==> src/rtl/bres_pkg.sv <==
// Shared types and constants for the Bresenham line pixel generator.
package bres_pkg;

  localparam int DIM_W     = 13;
  localparam int ROWB_W    = 15;
  localparam int BPP_W     = 3;
  localparam int CFG_W     = 15;
  localparam int CFG_IDX_W = 2;

  localparam logic [CFG_IDX_W-1:0] REG_IMAGE_WIDTH     = 2'd0;
  localparam logic [CFG_IDX_W-1:0] REG_IMAGE_HEIGHT    = 2'd1;
  localparam logic [CFG_IDX_W-1:0] REG_ROW_BYTES       = 2'd2;
  localparam logic [CFG_IDX_W-1:0] REG_BYTES_PER_PIXEL = 2'd3;

  localparam logic [DIM_W-1:0]  RST_IMAGE_WIDTH     = 13'd640;
  localparam logic [DIM_W-1:0]  RST_IMAGE_HEIGHT    = 13'd480;
  localparam logic [ROWB_W-1:0] RST_ROW_BYTES       = 15'd1920;
  localparam logic [BPP_W-1:0]  RST_BYTES_PER_PIXEL = 3'd3;

  typedef enum logic [1:0] {
    ST_DRAW   = 2'd0,
    ST_SKIP   = 2'd1,
    ST_REJECT = 2'd2,
    ST_IDLE   = 2'd3
  } status_t;

  typedef enum logic [1:0] {
    CMD_LOAD   = 2'd0,
    CMD_REJECT = 2'd1,
    CMD_STEP   = 2'd2
  } cmd_kind_t;

  localparam int KIND_W = 2;

  // point: a line point whose draw/skip status is settled downstream
  typedef struct packed {
    status_t status;
    logic    point;
    logic    last;
  } pt_ctl_t;

endpackage

==> src/rtl/bres_front.sv <==
// Front end: takes requests, checks line bounds and precomputes deltas.
module bres_front import bres_pkg::*; #(
  parameter int CW = 13,
  parameter int QW = KIND_W + 2 + 6 * CW
) (
  input  logic             in_valid,
  output logic             in_stall,
  input  logic             mode,
  input  logic [CW-1:0]    start_x,
  input  logic [CW-1:0]    start_y,
  input  logic [CW-1:0]    end_x,
  input  logic [CW-1:0]    end_y,
  input  logic [DIM_W-1:0] image_width,
  input  logic [DIM_W-1:0] image_height,
  output logic             q_push,
  output logic [QW-1:0]    q_data,
  input  logic             q_full
);

  localparam int CMPW = (CW > DIM_W) ? CW : DIM_W;

  logic            reject;
  logic [CW-1:0]   dx, dy;
  logic            sxn, syn;
  cmd_kind_t       kind;

  always_comb begin
    reject = (CMPW'(start_x) > CMPW'(image_width))  ||
             (CMPW'(start_y) > CMPW'(image_height)) ||
             (CMPW'(end_x)   > CMPW'(image_width))  ||
             (CMPW'(end_y)   > CMPW'(image_height));
    dx  = (end_x >= start_x) ? end_x - start_x : start_x - end_x;
    dy  = (end_y >= start_y) ? end_y - start_y : start_y - end_y;
    sxn = !(start_x < end_x);
    syn = !(start_y < end_y);
    if (mode) begin
      kind = CMD_STEP;
    end else if (reject) begin
      kind = CMD_REJECT;
    end else begin
      kind = CMD_LOAD;
    end
  end

  assign q_data   = {kind, sxn, syn, dy, dx, end_y, end_x, start_y, start_x};
  assign in_stall = q_full;
  assign q_push   = in_valid && !q_full;

endmodule

==> src/rtl/bres_queue.sv <==
// Two-entry request queue between front end and line walker.
module bres_queue #(
  parameter int W = 8
) (
  input  logic         clk,
  input  logic         rst,
  input  logic         push,
  input  logic [W-1:0] din,
  output logic         full,
  input  logic         pop,
  output logic [W-1:0] dout,
  output logic         not_empty
);

  localparam int DEPTH = 2;
  localparam int AW    = $clog2(DEPTH);

  logic [W-1:0]  mem [DEPTH];
  logic [AW-1:0] wr_ptr, rd_ptr;
  logic [AW:0]   count;

  assign full      = (count == (AW+1)'(DEPTH));
  assign not_empty = (count != '0);
  assign dout      = mem[rd_ptr];

  always_ff @(posedge clk) begin
    if (push) begin
      mem[wr_ptr] <= din;
    end
  end

  always_ff @(posedge clk) begin
    if (rst) begin
      wr_ptr <= '0;
      rd_ptr <= '0;
      count  <= '0;
    end else begin
      if (push) begin
        wr_ptr <= wr_ptr + 1'b1;
      end
      if (pop) begin
        rd_ptr <= rd_ptr + 1'b1;
      end
      if (push && !pop) begin
        count <= count + 1'b1;
      end else if (pop && !push) begin
        count <= count - 1'b1;
      end
    end
  end

endmodule

==> src/rtl/bres_walk.sv <==
// Line walker: holds the Bresenham state and emits one result (a point or a status) per request.
module bres_walk import bres_pkg::*; #(
  parameter int CW = 13,
  parameter int QW = KIND_W + 2 + 6 * CW
) (
  input  logic          clk,
  input  logic          rst,
  input  logic          q_valid,
  input  logic [QW-1:0] q_data,
  output logic          q_pop,
  input  logic          down_ready,
  output logic          p_valid,
  output pt_ctl_t       p_ctl,
  output logic [CW-1:0] p_x,
  output logic [CW-1:0] p_y
);

  localparam int EW = CW + 2;

  cmd_kind_t         kind;
  logic              c_sxn, c_syn;
  logic [CW-1:0]     c_dx, c_dy, c_x0, c_y0, c_x1, c_y1;

  logic              active, active_next;
  logic [CW-1:0]     cur_x, cur_y, goal_x, goal_y, delta_x, delta_y;
  logic [CW-1:0]     cur_x_next, cur_y_next, goal_x_next, goal_y_next;
  logic [CW-1:0]     delta_x_next, delta_y_next;
  logic              step_x_negative, step_y_negative;
  logic              step_x_negative_next, step_y_negative_next;
  logic signed [EW-1:0] error_term, error_term_next;

  logic signed [EW:0] e2, dx_s, dy_s;
  logic              move_x, move_y;
  logic [CW-1:0]     sx, sy;
  logic signed [EW-1:0] err_step;

  pt_ctl_t           ctl_next;
  logic [CW-1:0]     px_next, py_next;
  logic              p_ready;

  assign kind  = cmd_kind_t'(q_data[QW-1 -: KIND_W]);
  assign c_sxn = q_data[6*CW+1];
  assign c_syn = q_data[6*CW];
  assign c_dy  = q_data[5*CW +: CW];
  assign c_dx  = q_data[4*CW +: CW];
  assign c_y1  = q_data[3*CW +: CW];
  assign c_x1  = q_data[2*CW +: CW];
  assign c_y0  = q_data[CW +: CW];
  assign c_x0  = q_data[0 +: CW];

  assign p_ready = !p_valid || down_ready;
  assign q_pop   = q_valid && p_ready;

  // one Bresenham step from the current state
  always_comb begin
    e2     = {error_term, 1'b0};
    dx_s   = $signed((EW+1)'(delta_x));
    dy_s   = $signed((EW+1)'(delta_y));
    move_x = e2 > -dy_s;
    move_y = e2 < dx_s;
    err_step = error_term
             - (move_x ? $signed(EW'(delta_y)) : '0)
             + (move_y ? $signed(EW'(delta_x)) : '0);
    sx = move_x ? (step_x_negative ? cur_x - 1'b1 : cur_x + 1'b1) : cur_x;
    sy = move_y ? (step_y_negative ? cur_y - 1'b1 : cur_y + 1'b1) : cur_y;
  end

  always_comb begin
    active_next          = active;
    cur_x_next           = cur_x;
    cur_y_next           = cur_y;
    goal_x_next          = goal_x;
    goal_y_next          = goal_y;
    delta_x_next         = delta_x;
    delta_y_next         = delta_y;
    step_x_negative_next = step_x_negative;
    step_y_negative_next = step_y_negative;
    error_term_next      = error_term;
    ctl_next             = '{status: ST_IDLE, point: 1'b0, last: 1'b0};
    px_next              = '0;
    py_next              = '0;
    case (kind)
      CMD_LOAD: begin
        cur_x_next           = c_x0;
        cur_y_next           = c_y0;
        goal_x_next          = c_x1;
        goal_y_next          = c_y1;
        delta_x_next         = c_dx;
        delta_y_next         = c_dy;
        step_x_negative_next = c_sxn;
        step_y_negative_next = c_syn;
        error_term_next      = $signed(EW'(c_dx)) - $signed(EW'(c_dy));
        ctl_next.point       = 1'b1;
        ctl_next.status      = ST_DRAW;
        ctl_next.last        = (c_x0 == c_x1) && (c_y0 == c_y1);
        active_next          = !ctl_next.last;
        px_next              = c_x0;
        py_next              = c_y0;
      end
      CMD_REJECT: begin
        active_next     = 1'b0;
        ctl_next.status = ST_REJECT;
      end
      CMD_STEP: begin
        if (active) begin
          cur_x_next      = sx;
          cur_y_next      = sy;
          error_term_next = err_step;
          ctl_next.point  = 1'b1;
          ctl_next.status = ST_DRAW;
          ctl_next.last   = (sx == goal_x) && (sy == goal_y);
          active_next     = !ctl_next.last;
          px_next         = sx;
          py_next         = sy;
        end
      end
      default: begin
        ctl_next.status = ST_IDLE;
      end
    endcase
  end

  always_ff @(posedge clk) begin
    if (rst) begin
      active  <= 1'b0;
      p_valid <= 1'b0;
    end else if (p_ready) begin
      p_valid <= q_valid;
      if (q_valid) begin
        active <= active_next;
      end
    end
  end

  always_ff @(posedge clk) begin
    if (q_pop) begin
      cur_x           <= cur_x_next;
      cur_y           <= cur_y_next;
      goal_x          <= goal_x_next;
      goal_y          <= goal_y_next;
      delta_x         <= delta_x_next;
      delta_y         <= delta_y_next;
      step_x_negative <= step_x_negative_next;
      step_y_negative <= step_y_negative_next;
      error_term      <= error_term_next;
      p_ctl           <= ctl_next;
      p_x             <= px_next;
      p_y             <= py_next;
    end
  end

endmodule

==> src/rtl/bres_addr.sv <==
// Address stages: bounds check, frame-buffer offset and output register.
module bres_addr import bres_pkg::*; #(
  parameter int CW = 13,
  parameter int OB = 26
) (
  input  logic              clk,
  input  logic              rst,
  input  logic              p_valid,
  input  pt_ctl_t           p_ctl,
  input  logic [CW-1:0]     p_x,
  input  logic [CW-1:0]     p_y,
  output logic              m_ready,
  input  logic [DIM_W-1:0]  image_width,
  input  logic [DIM_W-1:0]  image_height,
  input  logic [ROWB_W-1:0] row_bytes,
  input  logic [BPP_W-1:0]  bytes_per_pixel,
  output logic              out_valid,
  input  logic              out_stall,
  output logic [1:0]        status,
  output logic [OB-1:0]     pixel_offset,
  output logic [CW-1:0]     pixel_x,
  output logic [CW-1:0]     pixel_y,
  output logic              last
);

  localparam int CMPW = (CW > DIM_W) ? CW : DIM_W;
  localparam int PYW  = CW + ROWB_W;
  localparam int PXW  = CW + BPP_W;
  localparam int SUMW = PYW + 1;
  localparam int EXTW = (SUMW > OB) ? SUMW : OB;

  logic            o_ready;
  logic            m_valid;
  pt_ctl_t         m_ctl;
  logic [CW-1:0]   m_x, m_y;
  logic [PYW-1:0]  m_py;
  logic [PXW-1:0]  m_px;
  logic            m_outside;
  logic [EXTW-1:0] sum;

  assign o_ready = !out_valid || !out_stall;
  assign m_ready = !m_valid || o_ready;
  assign sum     = EXTW'(m_py) + EXTW'(m_px);

  always_ff @(posedge clk) begin
    if (rst) begin
      m_valid   <= 1'b0;
      out_valid <= 1'b0;
    end else begin
      if (m_ready) begin
        m_valid <= p_valid;
      end
      if (o_ready) begin
        out_valid <= m_valid;
      end
    end
  end

  always_ff @(posedge clk) begin
    if (m_ready) begin
      m_ctl     <= p_ctl;
      m_x       <= p_x;
      m_y       <= p_y;
      m_py      <= PYW'(p_y) * PYW'(row_bytes);
      m_px      <= PXW'(p_x) * PXW'(bytes_per_pixel);
      m_outside <= (CMPW'(p_x) >= CMPW'(image_width)) ||
                   (CMPW'(p_y) >= CMPW'(image_height));
    end
    if (o_ready) begin
      if (m_ctl.point) begin
        status <= m_outside ? ST_SKIP : ST_DRAW;
      end else begin
        status <= m_ctl.status;
      end
      pixel_offset <= (m_ctl.point && !m_outside) ? sum[OB-1:0] : '0;
      pixel_x      <= m_x;
      pixel_y      <= m_y;
      last         <= m_ctl.last;
    end
  end

endmodule

==> src/rtl/bresenham_line_pixel_generator.sv <==
// Bresenham line pixel generator. A mode 0 request loads a line's end points and returns
// its first point, or a rejected status if any coordinate exceeds the image size; each
// mode 1 request returns the next point of the line, flagged last at the end point, or
// an idle status when no line is active. Every drawn point carries its frame-buffer byte
// offset y * row_bytes + x * bytes_per_pixel; points outside the image are marked skipped
// and carry a zero offset. The block returns one result per request and sustains one
// request per clock while the output is not stalled. A request passes a two-entry queue, the
// line walker (one Bresenham step per clock unless stalled, set by the single error-term
// update) and two offset stages (multiply, then add). Configuration registers are written by
// index on cfg_write; the user must write them only while the block is idle (not enforced).
module bresenham_line_pixel_generator import bres_pkg::*; #(
  parameter int COORD_MAX   = 4096,
  parameter int OFFSET_BITS = 26,
  localparam int CW         = $clog2(COORD_MAX) + 1
) (
  input  logic                   clk,
  input  logic                   rst,
  input  logic                   cfg_write,
  input  logic [CFG_IDX_W-1:0]   cfg_index,
  input  logic [CFG_W-1:0]       cfg_data,
  input  logic                   in_valid,
  output logic                   in_stall,
  input  logic                   mode,
  input  logic [CW-1:0]          start_x,
  input  logic [CW-1:0]          start_y,
  input  logic [CW-1:0]          end_x,
  input  logic [CW-1:0]          end_y,
  output logic                   out_valid,
  input  logic                   out_stall,
  output logic [1:0]             status,
  output logic [OFFSET_BITS-1:0] pixel_offset,
  output logic [CW-1:0]          pixel_x,
  output logic [CW-1:0]          pixel_y,
  output logic                   last
);

  localparam int QW = KIND_W + 2 + 6 * CW;

  logic [DIM_W-1:0]  image_width, image_height;
  logic [ROWB_W-1:0] row_bytes;
  logic [BPP_W-1:0]  bytes_per_pixel;

  logic          q_push, q_full, q_pop, q_valid;
  logic [QW-1:0] q_in, q_out;

  logic          m_ready, p_valid;
  pt_ctl_t       p_ctl;
  logic [CW-1:0] p_x, p_y;

  always_ff @(posedge clk) begin
    if (rst) begin
      image_width     <= RST_IMAGE_WIDTH;
      image_height    <= RST_IMAGE_HEIGHT;
      row_bytes       <= RST_ROW_BYTES;
      bytes_per_pixel <= RST_BYTES_PER_PIXEL;
    end else if (cfg_write) begin
      case (cfg_index)
        REG_IMAGE_WIDTH:     image_width     <= cfg_data[DIM_W-1:0];
        REG_IMAGE_HEIGHT:    image_height    <= cfg_data[DIM_W-1:0];
        REG_ROW_BYTES:       row_bytes       <= cfg_data[ROWB_W-1:0];
        REG_BYTES_PER_PIXEL: bytes_per_pixel <= cfg_data[BPP_W-1:0];
        default: begin
        end
      endcase
    end
  end

  bres_front #(.CW(CW), .QW(QW)) u_front (
    .in_valid     (in_valid),
    .in_stall     (in_stall),
    .mode         (mode),
    .start_x      (start_x),
    .start_y      (start_y),
    .end_x        (end_x),
    .end_y        (end_y),
    .image_width  (image_width),
    .image_height (image_height),
    .q_push       (q_push),
    .q_data       (q_in),
    .q_full       (q_full)
  );

  bres_queue #(.W(QW)) u_queue (
    .clk       (clk),
    .rst       (rst),
    .push      (q_push),
    .din       (q_in),
    .full      (q_full),
    .pop       (q_pop),
    .dout      (q_out),
    .not_empty (q_valid)
  );

  bres_walk #(.CW(CW), .QW(QW)) u_walk (
    .clk        (clk),
    .rst        (rst),
    .q_valid    (q_valid),
    .q_data     (q_out),
    .q_pop      (q_pop),
    .down_ready (m_ready),
    .p_valid    (p_valid),
    .p_ctl      (p_ctl),
    .p_x        (p_x),
    .p_y        (p_y)
  );

  bres_addr #(.CW(CW), .OB(OFFSET_BITS)) u_addr (
    .clk             (clk),
    .rst             (rst),
    .p_valid         (p_valid),
    .p_ctl           (p_ctl),
    .p_x             (p_x),
    .p_y             (p_y),
    .m_ready         (m_ready),
    .image_width     (image_width),
    .image_height    (image_height),
    .row_bytes       (row_bytes),
    .bytes_per_pixel (bytes_per_pixel),
    .out_valid       (out_valid),
    .out_stall       (out_stall),
    .status          (status),
    .pixel_offset    (pixel_offset),
    .pixel_x         (pixel_x),
    .pixel_y         (pixel_y),
    .last            (last)
  );

endmodule

==> config.mk <==
export PLATFORM = sky130hd
export DESIGN_NAME = bresenham_line_pixel_generator
export DESIGN_NICKNAME = d
export VERILOG_FILES = /design/src/rtl/bres_pkg.sv /design/src/rtl/bres_front.sv /design/src/rtl/bres_queue.sv /design/src/rtl/bres_walk.sv /design/src/rtl/bres_addr.sv /design/src/rtl/bresenham_line_pixel_generator.sv
export SDC_FILE = /design/constraint.sdc
export NUM_CORES = 1
export LEC_CHECK = 0
export BUFFER_PORTS_ARGS = -buffer_cell sky130_fd_sc_hd__buf_2
export CORE_UTILIZATION = 25
export CTS_CLUSTER_SIZE = 28
export DETAILED_ROUTE_END_ITERATION = 16
export PLACE_DENSITY = 0.4
export SYNTH_ARGS = -nofsm -noshare
export SYNTH_HDL_FRONTEND = slang
export SYNTH_SLANG_ARGS = --single-unit
export TNS_END_PERCENT = 20
==> constraint.sdc <==
create_clock -name clk -period 12.9 [get_ports clk]
set_input_delay 1.29 -clock clk [delete_from_list [all_inputs] [get_ports clk]]
set_output_delay 1.29 -clock clk [all_outputs]
set_load 0.01 [all_outputs]
# After elaboration in Yosys (flattened, before gate mapping)
# Memories as Yosys holds them, arrays and structs flattened. A register that Yosys moved wholly into a read port is not among the register bits.
# Index checks and enable logic that the tools add are counted.
# classes
muxes,33
n_lt_le_gt_ge,12
n_mul,2
n_bitwise,0
shift,0
n_eq_ne,11
add_sub_neg,17
reduce_logical,39
n_div,0
# ops
op,count
13-bit two-way mux,12
13-bit one-hot mux with 2 select lines,4
13-bit equality test,4
13-bit greater-or-equal comparator,4
13-bit greater-than comparator,4
13-bit subtractor,4
15-bit one-hot mux with 2 select lines,1
"13-bit by 1-bit adder with 13-bit output, second input constant",2
26-bit by 16-bit adder with 26-bit output,1
13-bit < comparator,2
13-bit by 15-bit multiplier with 26-bit output,1
"13-bit by 1-bit subtractor with 13-bit output, second input constant",2
16-bit greater-than comparator,1
16-bit by 14-bit < comparator with 1-bit output,1
13-bit by 3-bit multiplier with 16-bit output,1
13-bit negator with 16-bit output,1
15-bit adder,1
15-bit two-way mux,1
15-bit subtractor,1
13-bit by 13-bit subtractor with 14-bit output,1
1-bit zero test,12
2-bit AND reduction,5
"2-bit equality test, second input constant",4
2-bit two-way mux,4
16 further kinds,40
# word_totals
memories,1
word_cells,153
ff_bits,305
ramBits,164
inputBits,75
mem_bits_ro,0
latch_bits,0
output_inout_bits,57
# memory_table
memory,words,width,rd,rd_ports_with_merged_regs,write_ports,line_no,text
u_queue.mem,2,82,1,1,1,bres_queue.sv:18,logic [W-1:0] mem [DEPTH];

# Depth between registers and ports, before layout
# logic_depth
depth_word,8
ltp_mapped,27
ltp_nobuf,27

# Modules after synthesis
# A second synthesis with hierarchy kept.
# unflattened
cells_unflattened,3325
hier_area_um2,34969.8
# modules_own_cells
mod,seq_area_each_um2,cells_per_inst,instances,area_each_um2
bres_addr,3883.7,1302,1,13088.8
bres_walk,3793.6,1001,1,9718.1
bres_queue,5024.8,277,1,6155.9
bres_front,0.0,573,1,4209.0
bresenham_line_pixel_generator,880.8,172,1,1798.0

# Least setup slack after synthesis
# No wires, ideal clock.
# synth_path
path_type,register -> register
start,reg u_walk.delta_y[3]
end,"reg u_walk.error_term[12], data pin"
stages_incl_launch_ff,28
path_buffers,2
t_arrival_ns,5.935
required_ns,12.631
slack_ns,6.696
synth_period_minus_slack_ns,6.204
cell_sequence,edfxtp_1 or4_1 nor4_1 nand2_1 nor4_1 xor2_1 ha_1 nand4_1 nor4_1 nand2_1 a311o_1 nand2_2 buf_4 clkbuf_1 and2_1 fa_1 inv_1 ha_1 nor2b_1 o21ai_0 a21boi_0 o21ai_0 a211oi_1 o21ai_0 nand2b_1 a21oi_1 xor2_1 mux2i_1
# synth_between
elab_chain_len,7
# synth_rtl
item,line_no,text
"start, declared",bres_walk.sv:25,"logic [CW-1:0] cur_x, cur_y, goal_x, goal_y, delta_x, delta_y;"
"start signal, assigned",bres_walk.sv:142,delta_y <= delta_y_next;
13-bit negator with 16-bit output,bres_walk.sv:59,move_x = e2 > -dy_s;
16-bit greater-than comparator,bres_walk.sv:59,
13-bit two-way mux *,bres_walk.sv:62,- (move_x ? $signed(EW'(delta_y)) : '0)
15-bit subtractor *,bres_walk.sv:62,
15-bit adder *,bres_walk.sv:63,+ (move_y ? $signed(EW'(delta_x)) : '0);
15-bit two-way mux *,bres_walk.sv:105,if (active) begin
15-bit one-hot mux with 2 select lines *,bres_walk.sv:82,case (kind)
net u_walk.error_term_next[12],bres_walk.sv:30,"logic signed [EW-1:0] error_term, error_term_next;"
"end signal, assigned",bres_walk.sv:145,error_term <= error_term_next;
"end, declared",bres_walk.sv:30,
# The timed path passes the listed nets; every way through them passes the cells marked *. The select of a mux whose other input is x is not followed.
# A chain may end at the register's enable or synchronous reset.

# Worst setup path in the final report
# layout_path
start,reg u_walk.delta_y[5]
end,"reg u_walk.error_term[12], data pin"
# Same word-level chain as after synthesis.

==> metrics.cfg <==
[finish]
nets=3792
antenna_cells=0
drive_above_1_share=0.108
area_growth_pct=14.2

[synth]
synth_area_per_cell_um2=10.7
netlist_instances=3109
syn_area_um2=33100
netlist.area_leader.share=0.378
syn_nets=3667
ys_seq_elements=470
yosysMostFrequentCell=edfxtp_1
synth_ff_type=edfxtp_1
yosys-top-cells-count=417 x edfxtp_1, 383 x inv_1, 342 x nand2_1
yosys-top-cells-area=edfxtp_1 38%, ha_1 12%, fa_1 11%
ys_warn_count=0
synth-edff-count=417
synth_async_sr_flop_share=0
yosysUniqueCellTypes=81
synth_largest_area_cell=edfxtp_1
synth_seq_area_share=0.410

[placed_design]
dpl.hpwl_um=76700
place_congestion=0.836
placement.io_buffers=131
dp_slack_ns=5.59

[pwr]
p_leak_uw=0.0160
vdd_drop_max_v=0.000219
power_density_nw_per_um2=260

[global_route]
antenna_found_initial=10
grt_pass1_vias=23000
track_usage=0.149
grt_max_degree=72
grt_pass1_wl_um=150000
grt.overflow.total=0

[floorplan]
die_h_um=366
dieArea_um2=134000
initial_core_util=0.252
die_x_um=366
rows=133
ios=132
coreArea_um2=131000

[drt]
routedWlPerCell_um=20.0
drt_pass1_iterations=7
drcViolationCount=0
viasPerCell=4.50
drt-initial-drc-count=1422
routed_wl_um=101000
dr_total_vias=22700
ant_nets=0

[clock_tree]
h-tree-depth=2
numCtsBuffers=58
clockRootBuffer=clkbuf_16
clock_latency_ns=0.68
post_cts_buffers=0
cts_tree=yes
clk_pin_slew_worst_paths_ns=0.06
cts_hold_buf=0
cts_resized=0
clock_path_buffers=3
cts_sinks=470

[timing]
slew_headroom=0.274
fin_crit_sh=0.566
skew_ns=0.0414
hold_violations=0
tightest_slew_ns=1.08
rsz0062_at_grt=false
setup-violations-final=0
max_freq_ghz=0.137
final.min_clock_period_ns=7.30
fin_ws_ns=5.60
finalSetupTns_ns=0
slew_viol_final=0

[setup_path]
critPathSlowestCell=or4_1
start_kind=flip-flop
critPathCaptureType=flip-flop
max_stage_delay_ns=0.62
rr_worst_depth=25
critPathKind=reg2reg
cp.required_ns=13.30
crit_fanout=32
arrival_ns=7.70

[hold_path]
hp-class=reg2reg
min_delay_path_depth=0

[job]
drv_cap=0

[run_status]
status=finished, final reports clean

==> layout by cell type, fill, tap and decap left out, types with 12 or more instances in the layout <==
| master | n |
|---|---|
| a21o_1 | 44 |
| a21oi_1 | 183 |
| and2_1 | 116 |
| and3_1 | 19 |
| buf_2 | 131 |
| buf_4 | 22 |
| clkbuf_1 | 12 |
| clkbuf_16 | 59 |
| clkinv_2 | 12 |
| dfxtp_1 | 52 |
| edfxtp_1 | 417 |
| fa_1 | 175 |
| ha_1 | 306 |
| inv_1 | 382 |
| mux2_2 | 79 |
| mux2i_1 | 55 |
| nand2_1 | 341 |
| nand2b_1 | 35 |
| nand3_1 | 43 |
| nand3b_1 | 13 |
| nand4_1 | 28 |
| nor2_1 | 127 |
| nor2b_1 | 33 |
| nor3_1 | 38 |
| nor4_1 | 13 |
| o21a_1 | 18 |
| o21ai_0 | 118 |
| o21bai_1 | 15 |
| o31ai_1 | 13 |
| or3_1 | 22 |
| xnor2_1 | 101 |
| xor2_1 | 72 |
==> critical path, delay by kind of cell, from the launching register on <==
| family | cells | cell delay, ns |
|---|---|---|
| muxes | 1 | 0.09 |
| buffers and inverters | 1 | 0.04 |
| adders and majority gates | 3 | 1.12 |
| DFF | 1 | 0.43 |
| and+or+nand+nor | 11 | 3.26 |
| AOI/OAI and AO/OA | 7 | 1.81 |
| xor gates and xnor gates | 2 | 0.27 |
==> flip-flops by register name, indices dropped and copies added, names as in the netlist, 15 cells and up, named ones only <==
name and count:
u_addr.pixel_offset 26, row_bytes 15, u_addr.m_px 16, u_addr.m_py 26
u_queue.mem 164, u_walk.error_term 15
==> metal layers <==
metal  part of all wire  track usage
met4              0.022       0.0366
met2               0.43        0.228
met5           0.000069            0
met1               0.50        0.216
met3              0.045       0.0276
==> where the power goes <==
group,leakage (uW),internal (uW),switching [uW]
Sequential,0.00456,2360,353
Combinational,0.0105,2220,3170
Clock,0.000977,1030,718
==> final timing paths <==
check	from	endpoint	slack, ns
max	u_walk.delta_y[5]	u_walk.error_term[12]	5.60
min	u_addr.m_y[10]	u_addr.pixel_y[10]	0.41
max reg2reg	u_walk.delta_y[5]	u_walk.error_term[12]	5.60
min reg2reg	u_addr.m_y[10]	u_addr.pixel_y[10]	0.41
==> area by class of cell <==
cell class,instances,area (um2)
Fill cell,13900,93600
Inverter,384,1440
Tap cell,1755,2200
Timing Repair Buffer,153,821
Multi-Input combinational cell,2167,17800
Clock inverter,34,430
Clock buffer,75,1580
Sequential cell,470,13600
==> stage by stage <==
step / total power, uW / std cells / utilization / hold WS (ns) / cell area, um2
final: 9850 / 5038 / 0.288 / 0.411 / 37900
after global placement: 8230 / 4929 / 0.273 / 0.402 / 35800
after CTS: 10000 / 5038 / 0.288 / 0.410 / 37900
after floorplan: 6560 / 3109 / - / 0.400 / 33100
after detailed placement: 8210 / 4929 / 0.273 / 0.405 / 35800
after global routing: 10800 / 5038 / 0.288 / 0.418 / 37900
==> kinds of logic (layout without fill, tap and decap cells) <==
kind of cell             after synthesis  count (layout)  share of synthesized area
AO/OA/AOI/OAI                        505             505                     0.0949
AND/OR/NAND/NOR                      869             869                      0.128
flip-flops                           470             470                      0.410
buffers and inverters                472             646                     0.0539
multiplexers                         135             135                     0.0439
XOR/XNOR                             175             175                     0.0470
adder cells (fa/ha/maj)              483             483                      0.222
(Power assumes the default switching activity.)
